==> src/hdl/skt_pkg.sv <==
// Package for the sorted key table: word types, opcodes, status codes.
// No dependencies.
`default_nettype none
package skt_pkg;

  localparam int DEPTH_DEF = 256;

  typedef enum logic [1:0] {
    OP_FIND   = 2'd0,
    OP_INSERT = 2'd1,
    OP_REMOVE = 2'd2
  } op_t;

  typedef enum logic [1:0] {
    ST_OK   = 2'd0,
    ST_MISS = 2'd1,
    ST_FULL = 2'd2
  } status_t;

  typedef struct packed {
    logic [1:0]  opcode;
    logic [31:0] key;
    logic [31:0] handle;
  } in_word_t;

  typedef struct packed {
    logic [1:0]  status;
    logic [7:0]  index;
    logic [31:0] found_handle;
    logic [8:0]  entry_count;
  } out_word_t;

  typedef struct packed {
    logic [31:0] key;
    logic [31:0] handle;
  } entry_t;

  typedef struct packed {
    logic lt;
    logic eq;
  } cmp_res_t;

endpackage
`default_nettype wire

==> src/hdl/skt_cmp.sv <==
// Shared key comparator used by every search and match step.
// Depends on skt_pkg for the result type.
`default_nettype none
module skt_cmp
  import skt_pkg::*;
(
  input  wire logic [31:0] stored_key,
  input  wire logic [31:0] probe_key,
  output cmp_res_t         res
);

  assign res.lt = stored_key < probe_key;
  assign res.eq = stored_key == probe_key;

endmodule
`default_nettype wire

==> src/hdl/skt_ctrl.sv <==
// Sequencer: binary searches, shift loops, count and result word register.
// Depends on skt_pkg, skt_cmp; drives the skt_ram ports.
`default_nettype none
module skt_ctrl
  import skt_pkg::*;
#(
  parameter int TABLE_DEPTH = DEPTH_DEF
) (
  input  wire logic                           clk,
  input  wire logic                           rst_n,
  input  wire logic                           in_valid,
  output logic                                in_stall,
  input  wire in_word_t                       in_word,
  output logic                                out_valid,
  input  wire logic                           out_stall,
  output out_word_t                           out_word,
  output logic                                rd_en,
  output logic [$clog2(TABLE_DEPTH)-1:0]      rd_addr,
  output logic                                wr_en,
  output logic [$clog2(TABLE_DEPTH)-1:0]      wr_addr,
  output entry_t                              wr_data,
  input  wire entry_t                         rd_data
);

  localparam int AW = $clog2(TABLE_DEPTH);
  localparam int CW = $clog2(TABLE_DEPTH + 1);

  typedef enum logic [11:0] {
    S_IDLE  = 12'b0000_0000_0001,
    S_F_RD  = 12'b0000_0000_0010,
    S_F_CMP = 12'b0000_0000_0100,
    S_L_RD  = 12'b0000_0000_1000,
    S_L_CMP = 12'b0000_0001_0000,
    S_R_CHK = 12'b0000_0010_0000,
    S_U_RD  = 12'b0000_0100_0000,
    S_U_WR  = 12'b0000_1000_0000,
    S_PUT   = 12'b0001_0000_0000,
    S_D_RD  = 12'b0010_0000_0000,
    S_D_WR  = 12'b0100_0000_0000,
    S_RESP  = 12'b1000_0000_0000
  } state_t;

  state_t      state_r, state_nxt;
  logic [CW-1:0] count_r, count_nxt;
  logic [CW-1:0] lo_r, lo_nxt;
  logic [CW-1:0] hi_r, hi_nxt;
  logic [CW-1:0] pos_r, pos_nxt;
  logic [CW-1:0] j_r, j_nxt;
  logic [AW-1:0] mid_r, mid_nxt;
  logic [1:0]    op_r, op_nxt;
  logic [31:0]   key_r, key_nxt;
  logic [31:0]   hnd_in_r, hnd_in_nxt;
  logic [1:0]    res_status_r, res_status_nxt;
  logic [AW-1:0] res_idx_r, res_idx_nxt;
  logic [31:0]   res_hnd_r, res_hnd_nxt;
  logic          out_valid_r, out_valid_nxt;
  out_word_t     out_word_r, out_word_nxt;

  logic [CW:0]   span_sum;
  logic [CW:0]   span_sum_m1;
  logic [AW-1:0] lb_mid;
  logic [AW-1:0] f_mid;
  logic [CW-1:0] mid_p1;
  logic [CW-1:0] f_lo;
  logic [CW-1:0] f_hi;
  cmp_res_t      cmp;

  skt_cmp u_cmp (
    .stored_key (rd_data.key),
    .probe_key  (key_r),
    .res        (cmp)
  );

  assign span_sum    = {1'b0, lo_r} + {1'b0, hi_r};
  assign span_sum_m1 = span_sum - (CW + 1)'(1);
  assign lb_mid      = span_sum[AW:1];
  assign f_mid       = span_sum_m1[AW:1];
  assign mid_p1      = CW'(mid_r) + CW'(1);
  assign f_lo        = cmp.lt ? mid_p1 : lo_r;
  assign f_hi        = cmp.lt ? hi_r : CW'(mid_r);

  always_comb begin
    state_nxt      = state_r;
    count_nxt      = count_r;
    lo_nxt         = lo_r;
    hi_nxt         = hi_r;
    pos_nxt        = pos_r;
    j_nxt          = j_r;
    mid_nxt        = mid_r;
    op_nxt         = op_r;
    key_nxt        = key_r;
    hnd_in_nxt     = hnd_in_r;
    res_status_nxt = res_status_r;
    res_idx_nxt    = res_idx_r;
    res_hnd_nxt    = res_hnd_r;
    out_valid_nxt  = out_valid_r && out_stall;
    out_word_nxt   = out_word_r;
    rd_en          = 1'b0;
    rd_addr        = '0;
    wr_en          = 1'b0;
    wr_addr        = '0;
    wr_data        = rd_data;

    unique case (state_r)
      S_IDLE: begin
        if (in_valid) begin
          op_nxt         = in_word.opcode;
          key_nxt        = in_word.key;
          hnd_in_nxt     = in_word.handle;
          lo_nxt         = '0;
          hi_nxt         = count_r;
          res_status_nxt = ST_MISS;
          res_idx_nxt    = '0;
          res_hnd_nxt    = '0;
          state_nxt      = S_RESP;
          unique case (in_word.opcode)
            OP_FIND: begin
              if (!in_word.key[31] && count_r != '0) begin
                state_nxt = S_F_RD;
              end
            end
            OP_INSERT: begin
              if (count_r == CW'(TABLE_DEPTH)) begin
                res_status_nxt = ST_FULL;
              end else begin
                state_nxt = S_L_RD;
              end
            end
            OP_REMOVE: begin
              state_nxt = S_L_RD;
            end
            default: begin
              state_nxt = S_RESP;
            end
          endcase
        end
      end
      S_F_RD: begin
        rd_en     = 1'b1;
        rd_addr   = f_mid;
        mid_nxt   = f_mid;
        state_nxt = S_F_CMP;
      end
      S_F_CMP: begin
        if (cmp.eq) begin
          res_status_nxt = ST_OK;
          res_idx_nxt    = mid_r;
          res_hnd_nxt    = rd_data.handle;
          state_nxt      = S_RESP;
        end else begin
          lo_nxt    = f_lo;
          hi_nxt    = f_hi;
          state_nxt = (f_lo < f_hi) ? S_F_RD : S_RESP;
        end
      end
      S_L_RD: begin
        if (lo_r == hi_r) begin
          pos_nxt = lo_r;
          if (op_r == OP_INSERT) begin
            j_nxt     = count_r;
            state_nxt = S_U_RD;
          end else if (lo_r == count_r) begin
            state_nxt = S_RESP;
          end else begin
            rd_en     = 1'b1;
            rd_addr   = lo_r[AW-1:0];
            state_nxt = S_R_CHK;
          end
        end else begin
          rd_en     = 1'b1;
          rd_addr   = lb_mid;
          mid_nxt   = lb_mid;
          state_nxt = S_L_CMP;
        end
      end
      S_L_CMP: begin
        if (cmp.lt) begin
          lo_nxt = mid_p1;
        end else begin
          hi_nxt = CW'(mid_r);
        end
        state_nxt = S_L_RD;
      end
      S_R_CHK: begin
        if (cmp.eq) begin
          res_hnd_nxt = rd_data.handle;
          j_nxt       = pos_r;
          state_nxt   = S_D_RD;
        end else begin
          state_nxt = S_RESP;
        end
      end
      S_U_RD: begin
        if (j_r == pos_r) begin
          state_nxt = S_PUT;
        end else begin
          rd_en     = 1'b1;
          rd_addr   = AW'(j_r - CW'(1));
          state_nxt = S_U_WR;
        end
      end
      S_U_WR: begin
        wr_en     = 1'b1;
        wr_addr   = j_r[AW-1:0];
        j_nxt     = j_r - CW'(1);
        state_nxt = S_U_RD;
      end
      S_PUT: begin
        wr_en          = 1'b1;
        wr_addr        = pos_r[AW-1:0];
        wr_data        = '{key: key_r, handle: hnd_in_r};
        count_nxt      = count_r + CW'(1);
        res_status_nxt = ST_OK;
        res_idx_nxt    = pos_r[AW-1:0];
        state_nxt      = S_RESP;
      end
      S_D_RD: begin
        if (j_r + CW'(1) == count_r) begin
          count_nxt      = count_r - CW'(1);
          res_status_nxt = ST_OK;
          res_idx_nxt    = pos_r[AW-1:0];
          state_nxt      = S_RESP;
        end else begin
          rd_en     = 1'b1;
          rd_addr   = AW'(j_r + CW'(1));
          state_nxt = S_D_WR;
        end
      end
      S_D_WR: begin
        wr_en     = 1'b1;
        wr_addr   = j_r[AW-1:0];
        j_nxt     = j_r + CW'(1);
        state_nxt = S_D_RD;
      end
      S_RESP: begin
        if (!out_valid_r || !out_stall) begin
          out_valid_nxt             = 1'b1;
          out_word_nxt.status       = res_status_r;
          out_word_nxt.index        = 8'(res_idx_r);
          out_word_nxt.found_handle = res_hnd_r;
          out_word_nxt.entry_count  = 9'(count_r);
          state_nxt                 = S_IDLE;
        end
      end
      default: begin
        state_nxt = S_IDLE;
      end
    endcase
  end

  always_ff @(posedge clk) begin
    if (!rst_n) begin
      state_r     <= S_IDLE;
      count_r     <= '0;
      out_valid_r <= 1'b0;
    end else begin
      state_r     <= state_nxt;
      count_r     <= count_nxt;
      out_valid_r <= out_valid_nxt;
    end
  end

  always_ff @(posedge clk) begin
    lo_r         <= lo_nxt;
    hi_r         <= hi_nxt;
    pos_r        <= pos_nxt;
    j_r          <= j_nxt;
    mid_r        <= mid_nxt;
    op_r         <= op_nxt;
    key_r        <= key_nxt;
    hnd_in_r     <= hnd_in_nxt;
    res_status_r <= res_status_nxt;
    res_idx_r    <= res_idx_nxt;
    res_hnd_r    <= res_hnd_nxt;
    out_word_r   <= out_word_nxt;
  end

  assign in_stall  = state_r != S_IDLE;
  assign out_valid = out_valid_r;
  assign out_word  = out_word_r;

endmodule
`default_nettype wire

==> config.mk <==
export PLATFORM = sky130hd
export DESIGN_NAME = skt_ctrl
export DESIGN_NICKNAME = d
export VERILOG_FILES = /design/src/hdl/skt_pkg.sv /design/src/hdl/skt_cmp.sv /design/src/hdl/skt_ctrl.sv
export SDC_FILE = /design/constraint.sdc
export NUM_CORES = 1
export LEC_CHECK = 0
export BUFFER_PORTS_ARGS = -buffer_cell sky130_fd_sc_hd__buf_2
export CAP_MARGIN = 20
export CORE_UTILIZATION = 48
export DETAILED_ROUTE_END_ITERATION = 6
export PLACE_DENSITY = 0.75
export SYNTH_ARGS = -nofsm -noshare
export SYNTH_HDL_FRONTEND = slang
export SYNTH_SLANG_ARGS = --single-unit
==> constraint.sdc <==
create_clock -name clk -period 5.6 [get_ports clk]
set_input_delay 1.68 -clock clk [delete_from_list [all_inputs] [get_ports clk]]
set_output_delay 1.68 -clock clk [all_outputs]
set_load 0.01 [all_outputs]
==> results of run 1 <==
[worst max-delay path, stage by stage, from the launching register on]
cell and delay [ns]:
edfxtp_1 0.54, ha_1 0.31, fa_1 0.43, a21o_1 0.20, a21oi_1 0.20, xnor2_1 0.23, nor4_2 0.44, nor3b_2 0.30
xor2_1 0.18, o221ai_1 0.17, buf_2 0.19
[flip-flops by register name, summed over array words and instances, names as in the netlist]
signal        count
hi_r              9
count_r           9
key_r            32
op_r              2
res_idx_r         8
hnd_in_r         32
out_valid         1
out_word         51
state_r          12
mid_r             8
res_status_r      2
j_r               9
lo_r              9
res_hnd_r        32
pos_r             9
[layout make-up]
| class | count | area share, % |
|---|---|---|
| well taps | 324 | 2.76 |
| flip-flops and latches | 225 | 44.5 |
| clock buffers | 31 | 4.71 |
| inverters | 51 | 1.32 |
| clock inverters | 15 | 1.27 |
| multi-input cells | 767 | 34.8 |
| repair buffers | 294 | 10.6 |
[power groups by stage]
stage / clock (W) / combinational [W] / sequential [W]
after floorplan: 0 / 0.000555 / 0.00216
after global placement: 0 / 0.000798 / 0.00217
after detailed placement: 0 / 0.000816 / 0.00217
after CTS: 0.00178 / 0.000824 / 0.00214
after global routing: 0.00183 / 0.000920 / 0.00215
final: 0.00174 / 0.000832 / 0.00214
[final timing paths]
kind / depth (start not counted) / slack (ns) / from / end
setup / recovery: 10 / 0.19 / lo_r[0] / rd_addr[7]
hold / removal: 0 / 0.41 / res_hnd_r[26] / out_word[35]
setup reg to reg: 19 / 1.37 / key_r[7] / state_r[11]
hold reg to reg: 0 / 0.41 / res_hnd_r[26] / out_word[35]
[cells in the final DEF (no fill, tap or decap), types with 17 or more instances in the layout]
master,instances
buf_2,268
clkbuf_16,27
a21oi_1,43
o21ai_0,55
dfxtp_1,22
and2_1,42
nand3_1,25
edfxtp_1,203
ha_1,59
xor2_1,32
nand4_1,17
nand2_1,191
nor2b_1,21
nor2_1,46
buf_4,25
inv_1,48
xnor2_1,40
[stage by stage]
| step | instances | setup WS, ns |
|---|---|---|
| 2_1_floorplan | 1093 | 0.190 |
| 3_3_place_gp | 1656 | 0.0495 |
| 3_5_place_dp | 1656 | -0.0162 |
| 4_1_cts | 1702 | 0.225 |
| 5_1_grt | 1707 | -0.0120 |
| 6_report | 1707 | 0.192 |
[kinds of logic after synthesis]
logic type	after synthesis
AND/OR/NAND/NOR	423
flip-flops	225
AO/OA/AOI/OAI	191
buffers and inverters	101
XOR/XNOR	78
adder cells (fa/ha/maj)	61
multiplexers	14
[what timing repair did]
action                                  CTS  global route
resized for setup                         0             1
endpoints found under the setup margin    0             1
buffers inserted                          0             4
[layer usage]
metal  up-vias  track usage (%)  share of wire [%]
li1       4485                -                  -
met1      4402             29.9                 40
met2       430             39.6                 48
met3        80             4.03                8.0
met4         2             10.0                3.8
met5         -                0              0.039
==> reports/qor.csv, run 1 <==
metric,value,unit
dieHeight,160,µm
critPathRequiredTime,3.92,ns
synth_top_family_by_area,simple AND/OR/NAND/NOR gates,
hold_slack,0.415,ns
multi_input_area,5100,µm²
overflow,0,
slew_headroom,29.1,%
fmax,0.185,GHz
layout.nets,1560,
grt_pass1_vias,9103,
ff_latch_area,6540,µm²
start_util,49.3,%
synth-edff-count,203,
cts_sinks,225,
skew,0.00641,ns
clock_latency,0.53,ns
finish.utilization,60.0,%
pwr-share-clk,36.9,%
drtPass1Iterations,6,
p_per_area,321,nW/µm²
synthTopCellsByArea,"edfxtp_1, ha_1, nand2_1, dfxtp_1, xnor2_1",
setup_violations,0,
ctsHoldBuffers,0,
drt_iter0_markers,771,
synth_mux_area_share,1.20,%
fp.dieW,160,µm
final_cell_area,14700,µm²
drive_above_1_share,26.2,%
area_growth,21.7,%
synth-xor-area-share,6.24,%
grt_first_pass_wirelength,47.6,mm
yosys-top-cells-count,"edfxtp_1, nand2_1, ha_1, o21ai_0, inv_1",
dieArea,25700,µm²
placed_cell_area,13700,µm²
num_antenna_cells,0,
grt.total_usage,23.5,%
io_buffer_count,268,
clock_path_buffers,3,
syn-num-nets,1288,
setup_tns,0,ns
power_frac_seq,45.4,%
yosysWarnings,0,
p_switching,0.00126,W
drcViolationCount,0,
layout_min_cycle_time,5.41,ns
cts_tree,built,
synth_fa_ha_area_share,6.46,%
synth_top_area_share,50.6,%
fill_cells,2020,
ys.flop_type,edfxtp_1,
ys_async_sr_fraction,0,%
postRouteAntennaNets,0,
path_class,reg2out,
drv_slew,0,
synth_area,12100,µm²
crit_fanout,5,
hold_violations,0,
netlist.top_cell.by_area,edfxtp_1,
ctsRootBufferMaster,clkbuf_16,
grt_max_degree,55,
core-area,24500,µm²
end_kind,output pin,
worstSetupStartpointType,flop,
maxCapViolations,0,
syn_area_per_cell,11.0,µm²
fp-row-count,57,
numCtsBuffers,26,
min_period_over_period,96.6,%
p_int,0.00345,W
antenna_found_initial,1,
netlist_instances,1093,
switching_share,26.8,%
power.leakage,6.25,nW
arrival,3.73,ns
routed_wl,30.8,mm
io_pins,269,
synth.most_common_cell,edfxtp_1,
peakVddDrop,0.000275,V
hpwl,23.3,mm
htreeDepth,1,
place_congestion,0.988,
combinationalPowerShare,17.7,%
avgViaCountPerCell,5.51,
hp-class,reg2reg,
yosys.area_share.simple,17.8,%
tightest_slew,1.06,ns
path_clk_slew,0.06,ns
power,0.00471,W
status,"finished, final reports clean",
synth_cell_types,78,
via_count,9399,
synth_compound_area_share,10.3,%
seq_area_frac_synth,54.2,%
wl_per_cell,18.0,µm
synth_seq_cells,225,
Power figures use the tool's default switching activity.
==> run 2, diff against run 1 <==
--- a/config.mk
+++ b/config.mk
@@ -9,7 +9,8 @@
 export CAP_MARGIN = 20
 export CORE_UTILIZATION = 48
 export DETAILED_ROUTE_END_ITERATION = 6
-export PLACE_DENSITY = 0.75
+export PLACE_DENSITY = 0.72
+export SKIP_CTS_REPAIR_TIMING = 1
 export SYNTH_ARGS = -nofsm -noshare
 export SYNTH_HDL_FRONTEND = slang
 export SYNTH_SLANG_ARGS = --single-unit
==> constraint.sdc (replaced) <==
create_clock -name clk -period 6.9 [get_ports clk]
set_input_delay 2.07 -clock clk [delete_from_list [all_inputs] [get_ports clk]]
set_output_delay 2.07 -clock clk [all_outputs]
set_load 0.01 [all_outputs]
==> run 2 against run 1 <==
Net effect: via count fell by 1.4%; flip-flop and latch count unchanged; clock skew up 0.015 ns; combinational power down 21%; die area unchanged; first-iteration DRC count is 3.9% lower; routed wire length grew 0.25%; clock power fell by 24%; total power fell by 21%; worst hold slack about the same; sequential share of layout area rose by 0.57 points; global-route usage up 0.47 points; largest power group unchanged.
==> reports/qor.csv, run 2 (same netlist as run 1, synthesis figures left out) <==
metric,value,unit
numCtsBuffers,25,
min_period_over_period,85.5,%
routed_wl,30.9,mm
setup_violations,0,
place_congestion,0.908,
worstSetupStartpointType,flop,
rsz0062_at_grt,no,
setup_tns,0,ns
status,"finished, final reports clean",
power,0.00373,W
overflow,0,
ctsRootBufferMaster,clkbuf_16,
path_clk_slew,0.06,ns
io_pins,269,
fmax,0.169,GHz
tightest_slew,1.11,ns
drt_iter0_markers,741,
fp-row-count,57,
wl_per_cell,18.3,µm
arrival,3.83,ns
peakVddDrop,0.000230,V
r2r-start,key_r[7],
ff_latch_area,6540,µm²
postRouteAntennaNets,0,
multi_input_area,5100,µm²
hold_violations,0,
io_buffer_count,268,
grt_first_pass_wirelength,48.3,mm
htreeDepth,1,
dp.cells,1644,
path_class,reg2out,
clock_latency,0.53,ns
layout.nets,1543,
layout_min_cycle_time,5.90,ns
via_count,9263,
start_util,49.3,%
critPathRequiredTime,4.83,ns
cts_tree,built,
hp-class,reg2reg,
fill_cells,2054,
grt_pass1_vias,9086,
crit_start,j_r[0],
core-area,24500,µm²
slew_headroom,25.7,%
drv_slew,0,
antenna_found_initial,3,
grt_max_degree,87,
avgViaCountPerCell,5.47,
fp.dieW,160,µm
skew,0.0214,ns
area_growth,20.2,%
final_common_cell,buf_2,
p_per_area,258,nW/µm²
drcViolationCount,0,
largest_reg_flops,51,
layout_common_cells,"buf_2, edfxtp_1, nand2_1, ha_1, o21ai_0",
crit_fanout,11,
min_from,res_hnd_r[23],
end_kind,output pin,
hpwl,23.6,mm
power.leakage,6.14,nW
final_cell_area,14500,µm²
placed_cell_area,13600,µm²
cts_sinks,225,
grt.total_usage,24.0,%
clock_path_buffers,3,
stdcell_count,1692,
dieHeight,160,µm
drive_above_1_share,25.4,%
dieArea,25700,µm²
drtPass1Iterations,7,
maxCapViolations,0,
hold_slack,0.415,ns
run 2: cell types whose count changed in the layout (fill, tap and decap cells not counted), moves of 2 or more:
cell       change
buf_4         -16
clkbuf_1       -3
clkbuf_16      -2
clkbuf_8       +2
clkinv_2       +3
clkinv_4       -2
diode_2        +3
run 2: stage by stage:
step / util [%] / setup slack, ns
CTS: 59.1 / 1.02
floorplan: - / 1.10
detailed placement: 55.8 / 0.759
global placement: 55.8 / 0.818
global route: 59.2 / 0.684
finish: 59.2 / 1.00
run 2: cell type report:
class / instances / share of cell area (%)
multi-input combinational: 767 / 35.2
sequential: 225 / 45.1
clock inverter: 16 / 1.15
inverter: 51 / 1.34
timing repair buffer: 278 / 9.83
antenna: 3 / 0.0518
tap: 324 / 2.80
clock buffer: 28 / 4.53
run 2: critical path, cell delays in order, from the launching register on:
cell      delay, ns
edfxtp_1       0.65
inv_1          0.12
ha_1           0.43
xnor2_1        0.27
nand3_1        0.11
nor4_1         0.35
nand4_1        0.17
nor2_1         0.12
nor2_1         0.17
a222oi_1       0.54
o211ai_1       0.19
buf_2          0.18
run 2: power by group:
part	switching (W)	internal [W]
registers	0.0000620	0.00168
logic	0.000412	0.000249
clock network	0.000537	0.000796
run 2: path summary, 6_finish.rpt:
path / endpoint / slack, ns / cells after the start
hold / removal: out_word[32] / 0.42 / 0
setup / recovery: rd_addr[6] / 1.0 / 11
setup reg to reg: state_r[11] / 2.59 / 18
hold reg to reg: out_word[32] / 0.42 / 0
run 2: metal layers:
metal / global-route usage, % / up-vias / share of wire [%]
met1: 30.4 / 4323 / 41
li1: - / 4475 / -
met3: 4.13 / 73 / 7.3
met5: 0 / - / 0
met2: 40.7 / 392 / 48
met4: 9.74 / 0 / 3.6
==> run 3, diff against run 2 <==
--- a/config.mk
+++ b/config.mk
@@ -13,4 +13,5 @@
 export SKIP_CTS_REPAIR_TIMING = 1
 export SYNTH_ARGS = -nofsm -noshare
 export SYNTH_HDL_FRONTEND = slang
+export SYNTH_HIERARCHICAL = 1
 export SYNTH_SLANG_ARGS = --single-unit
==> run 3 against run 2 <==
Net effect: die area about the same; clock power down 11%; sequential power about the same; combinational power down 12%; largest cell class unchanged; sequential share of layout area up 0.21 points; final cell count up 2.1%; highest routed layer unchanged.
==> reports/qor.csv, run 3 <==
metric,value,unit
path_class,reg2out,
path_clk_slew,0.07,ns
synth_seq_cells,225,
ys_async_sr_fraction,0,%
dieHeight,160,µm
grt_first_pass_wirelength,48.9,mm
netlist_instances,1134,
synth_area,12100,µm²
skew,0.0228,ns
min_from,res_hnd_r[29],
tightest_slew,1.02,ns
place_congestion,0.945,
drv_slew,0,
netlist.top_cell.by_area,edfxtp_1,
cts_tree,built,
synthTopCellsByArea,"edfxtp_1, nand2_1, ha_1, dfxtp_1, xnor2_1",
end_kind,output pin,
final_common_cell,buf_2,
layout_min_cycle_time,6.16,ns
io_pins,269,
critPathRequiredTime,4.83,ns
p_per_area,241,nW/µm²
yosysWarnings,6,
dieArea,25800,µm²
layout_common_cells,"buf_2, nand2_1, edfxtp_1, nor2_1, ha_1",
fp.dieW,160,µm
postRouteAntennaNets,0,
routed_wl,31.9,mm
worstSetupStartpointType,flop,
r2r-start,key_r[13],
hp-class,reg2reg,
yosys-top-cells-count,"nand2_1, edfxtp_1, nor2_1, ha_1",
avgViaCountPerCell,5.51,
maxCapViolations,0,
overflow,0,
min_period_over_period,89.3,%
fmax,0.162,GHz
seq_area_frac_synth,54.2,%
fin_ws,0.737,ns
arrival,4.09,ns
area_growth,19.6,%
synth_top_area_share,50.6,%
peakVddDrop,0.000186,V
ys.flop_type,edfxtp_1,
numCtsBuffers,23,
fp-row-count,57,
setup_tns,0,ns
start_util,49.3,%
syn-num-nets,1329,
crit_fanout,12,
io_buffer_count,268,
grt_max_degree,67,
antenna_found_initial,2,
slew_headroom,31.9,%
setup_violations,0,
power,0.00348,W
hold_violations,0,
drive_above_1_share,23.8,%
via_count,9522,
ctsRootBufferMaster,clkbuf_16,
whs_path_depth,0,
drt_iter0_markers,848,
rsz0062_at_grt,no,
grt_pass1_vias,9074,
cts_sinks,225,
synth-edff-count,203,
reg2reg_depth,17,
htreeDepth,1,
r2r-end,state_r[11],
syn_area_per_cell,10.6,µm²
dp_slack,0.791,ns
drcViolationCount,0,
clock_latency,0.51,ns
synth.most_common_cell,nand2_1,
core-area,24500,µm²
synth_cell_types,79,
drtPass1Iterations,7,
layout.nets,1583,
status,"finished, final reports clean",
hpwl,23.7,mm
clock_path_buffers,3,
power.leakage,6.10,nW
hold_path_end,out_word[38],
grt.total_usage,24.2,%
largest_reg_flops,51,
wl_per_cell,18.5,µm
r2r_slack,2.51,ns
[run 3: cell types whose count changed in the layout (fill, tap and decap cells not counted), moves of 6 or more]
cell      before  now
o21ai_0       55   26
nand2_1      191  248
xnor2_1       41   48
and2_1        42    7
nor2_1        46   76
and3_1        10    4
nor2b_1       21   49
a211oi_1       3    9
[run 3: logic make-up after synthesis]
kind of cell,synth area share (%)
AND/OR/NAND/NOR,19.4
adder cells (fa/ha/maj),6.45
buffers and inverters,3.39
XOR/XNOR,6.09
AO/OA/AOI/OAI,9.03
multiplexers,1.43
flip-flops,54.2
[run 3: final cells by class]
cell class | count | area (µm²)
fillers | 2049 | 10000
clock buffers | 26 | 587
clock inverters | 12 | 114
inverters | 50 | 188
well taps | 324 | 405
diodes | 2 | 5.00
multi-input cells | 808 | 5150
flip-flops and latches | 225 | 6540
repair buffers | 280 | 1430
[run 3: where the power goes]
part,total [W],switching [W],internal (W)
combinational,0.000584,0.000353,0.000232
clock,0.00118,0.000494,0.000683
sequential,0.00172,0.0000599,0.00166
[run 3: worst max-delay path by stage]
stage                      from      endpoint  slack [ns]  cells after the start
floorplan           rd_data[63]  res_hnd_r[0]        0.61                      8
global route             j_r[0]    rd_addr[7]        0.55                      9
finish                   j_r[0]    rd_addr[7]        0.74                      9
CTS                      j_r[0]    rd_addr[1]        0.88                      9
global placement    rd_data[45]   state_r[11]        0.91                     17
detailed placement  rd_data[45]   state_r[11]        0.79                     17
[run 3: worst max-delay path, stage by stage, from the launching register on]
cell	delay, ns
edfxtp_1	0.75
ha_1	0.38
nand3_1	0.21
nor3_1	0.37
xnor3_1	0.25
nand4_1	0.15
o31ai_2	0.82
or2_0	0.21
o2111ai_1	0.21
buf_2	0.23
[run 3: per-layer routing]
metal	GRT usage, %	share of wire [%]	vias up
met5	0	0	-
met4	7.75	2.8	0
met3	5.01	9.2	63
met2	41.6	48	429
met1	30.6	40	4487
li1	-	-	4543
[run 3: metrics by stage]
stage	area [µm²]	hold WS [ns]	cells	util, %
2_1_floorplan	12100	0.400	1134	-
3_3_place_gp	13700	0.400	1687	56.1
3_5_place_dp	13700	0.405	1687	56.1
4_1_cts	14400	0.419	1725	58.9
5_1_grt	14400	0.423	1727	58.9
6_report	14400	0.416	1727	58.9
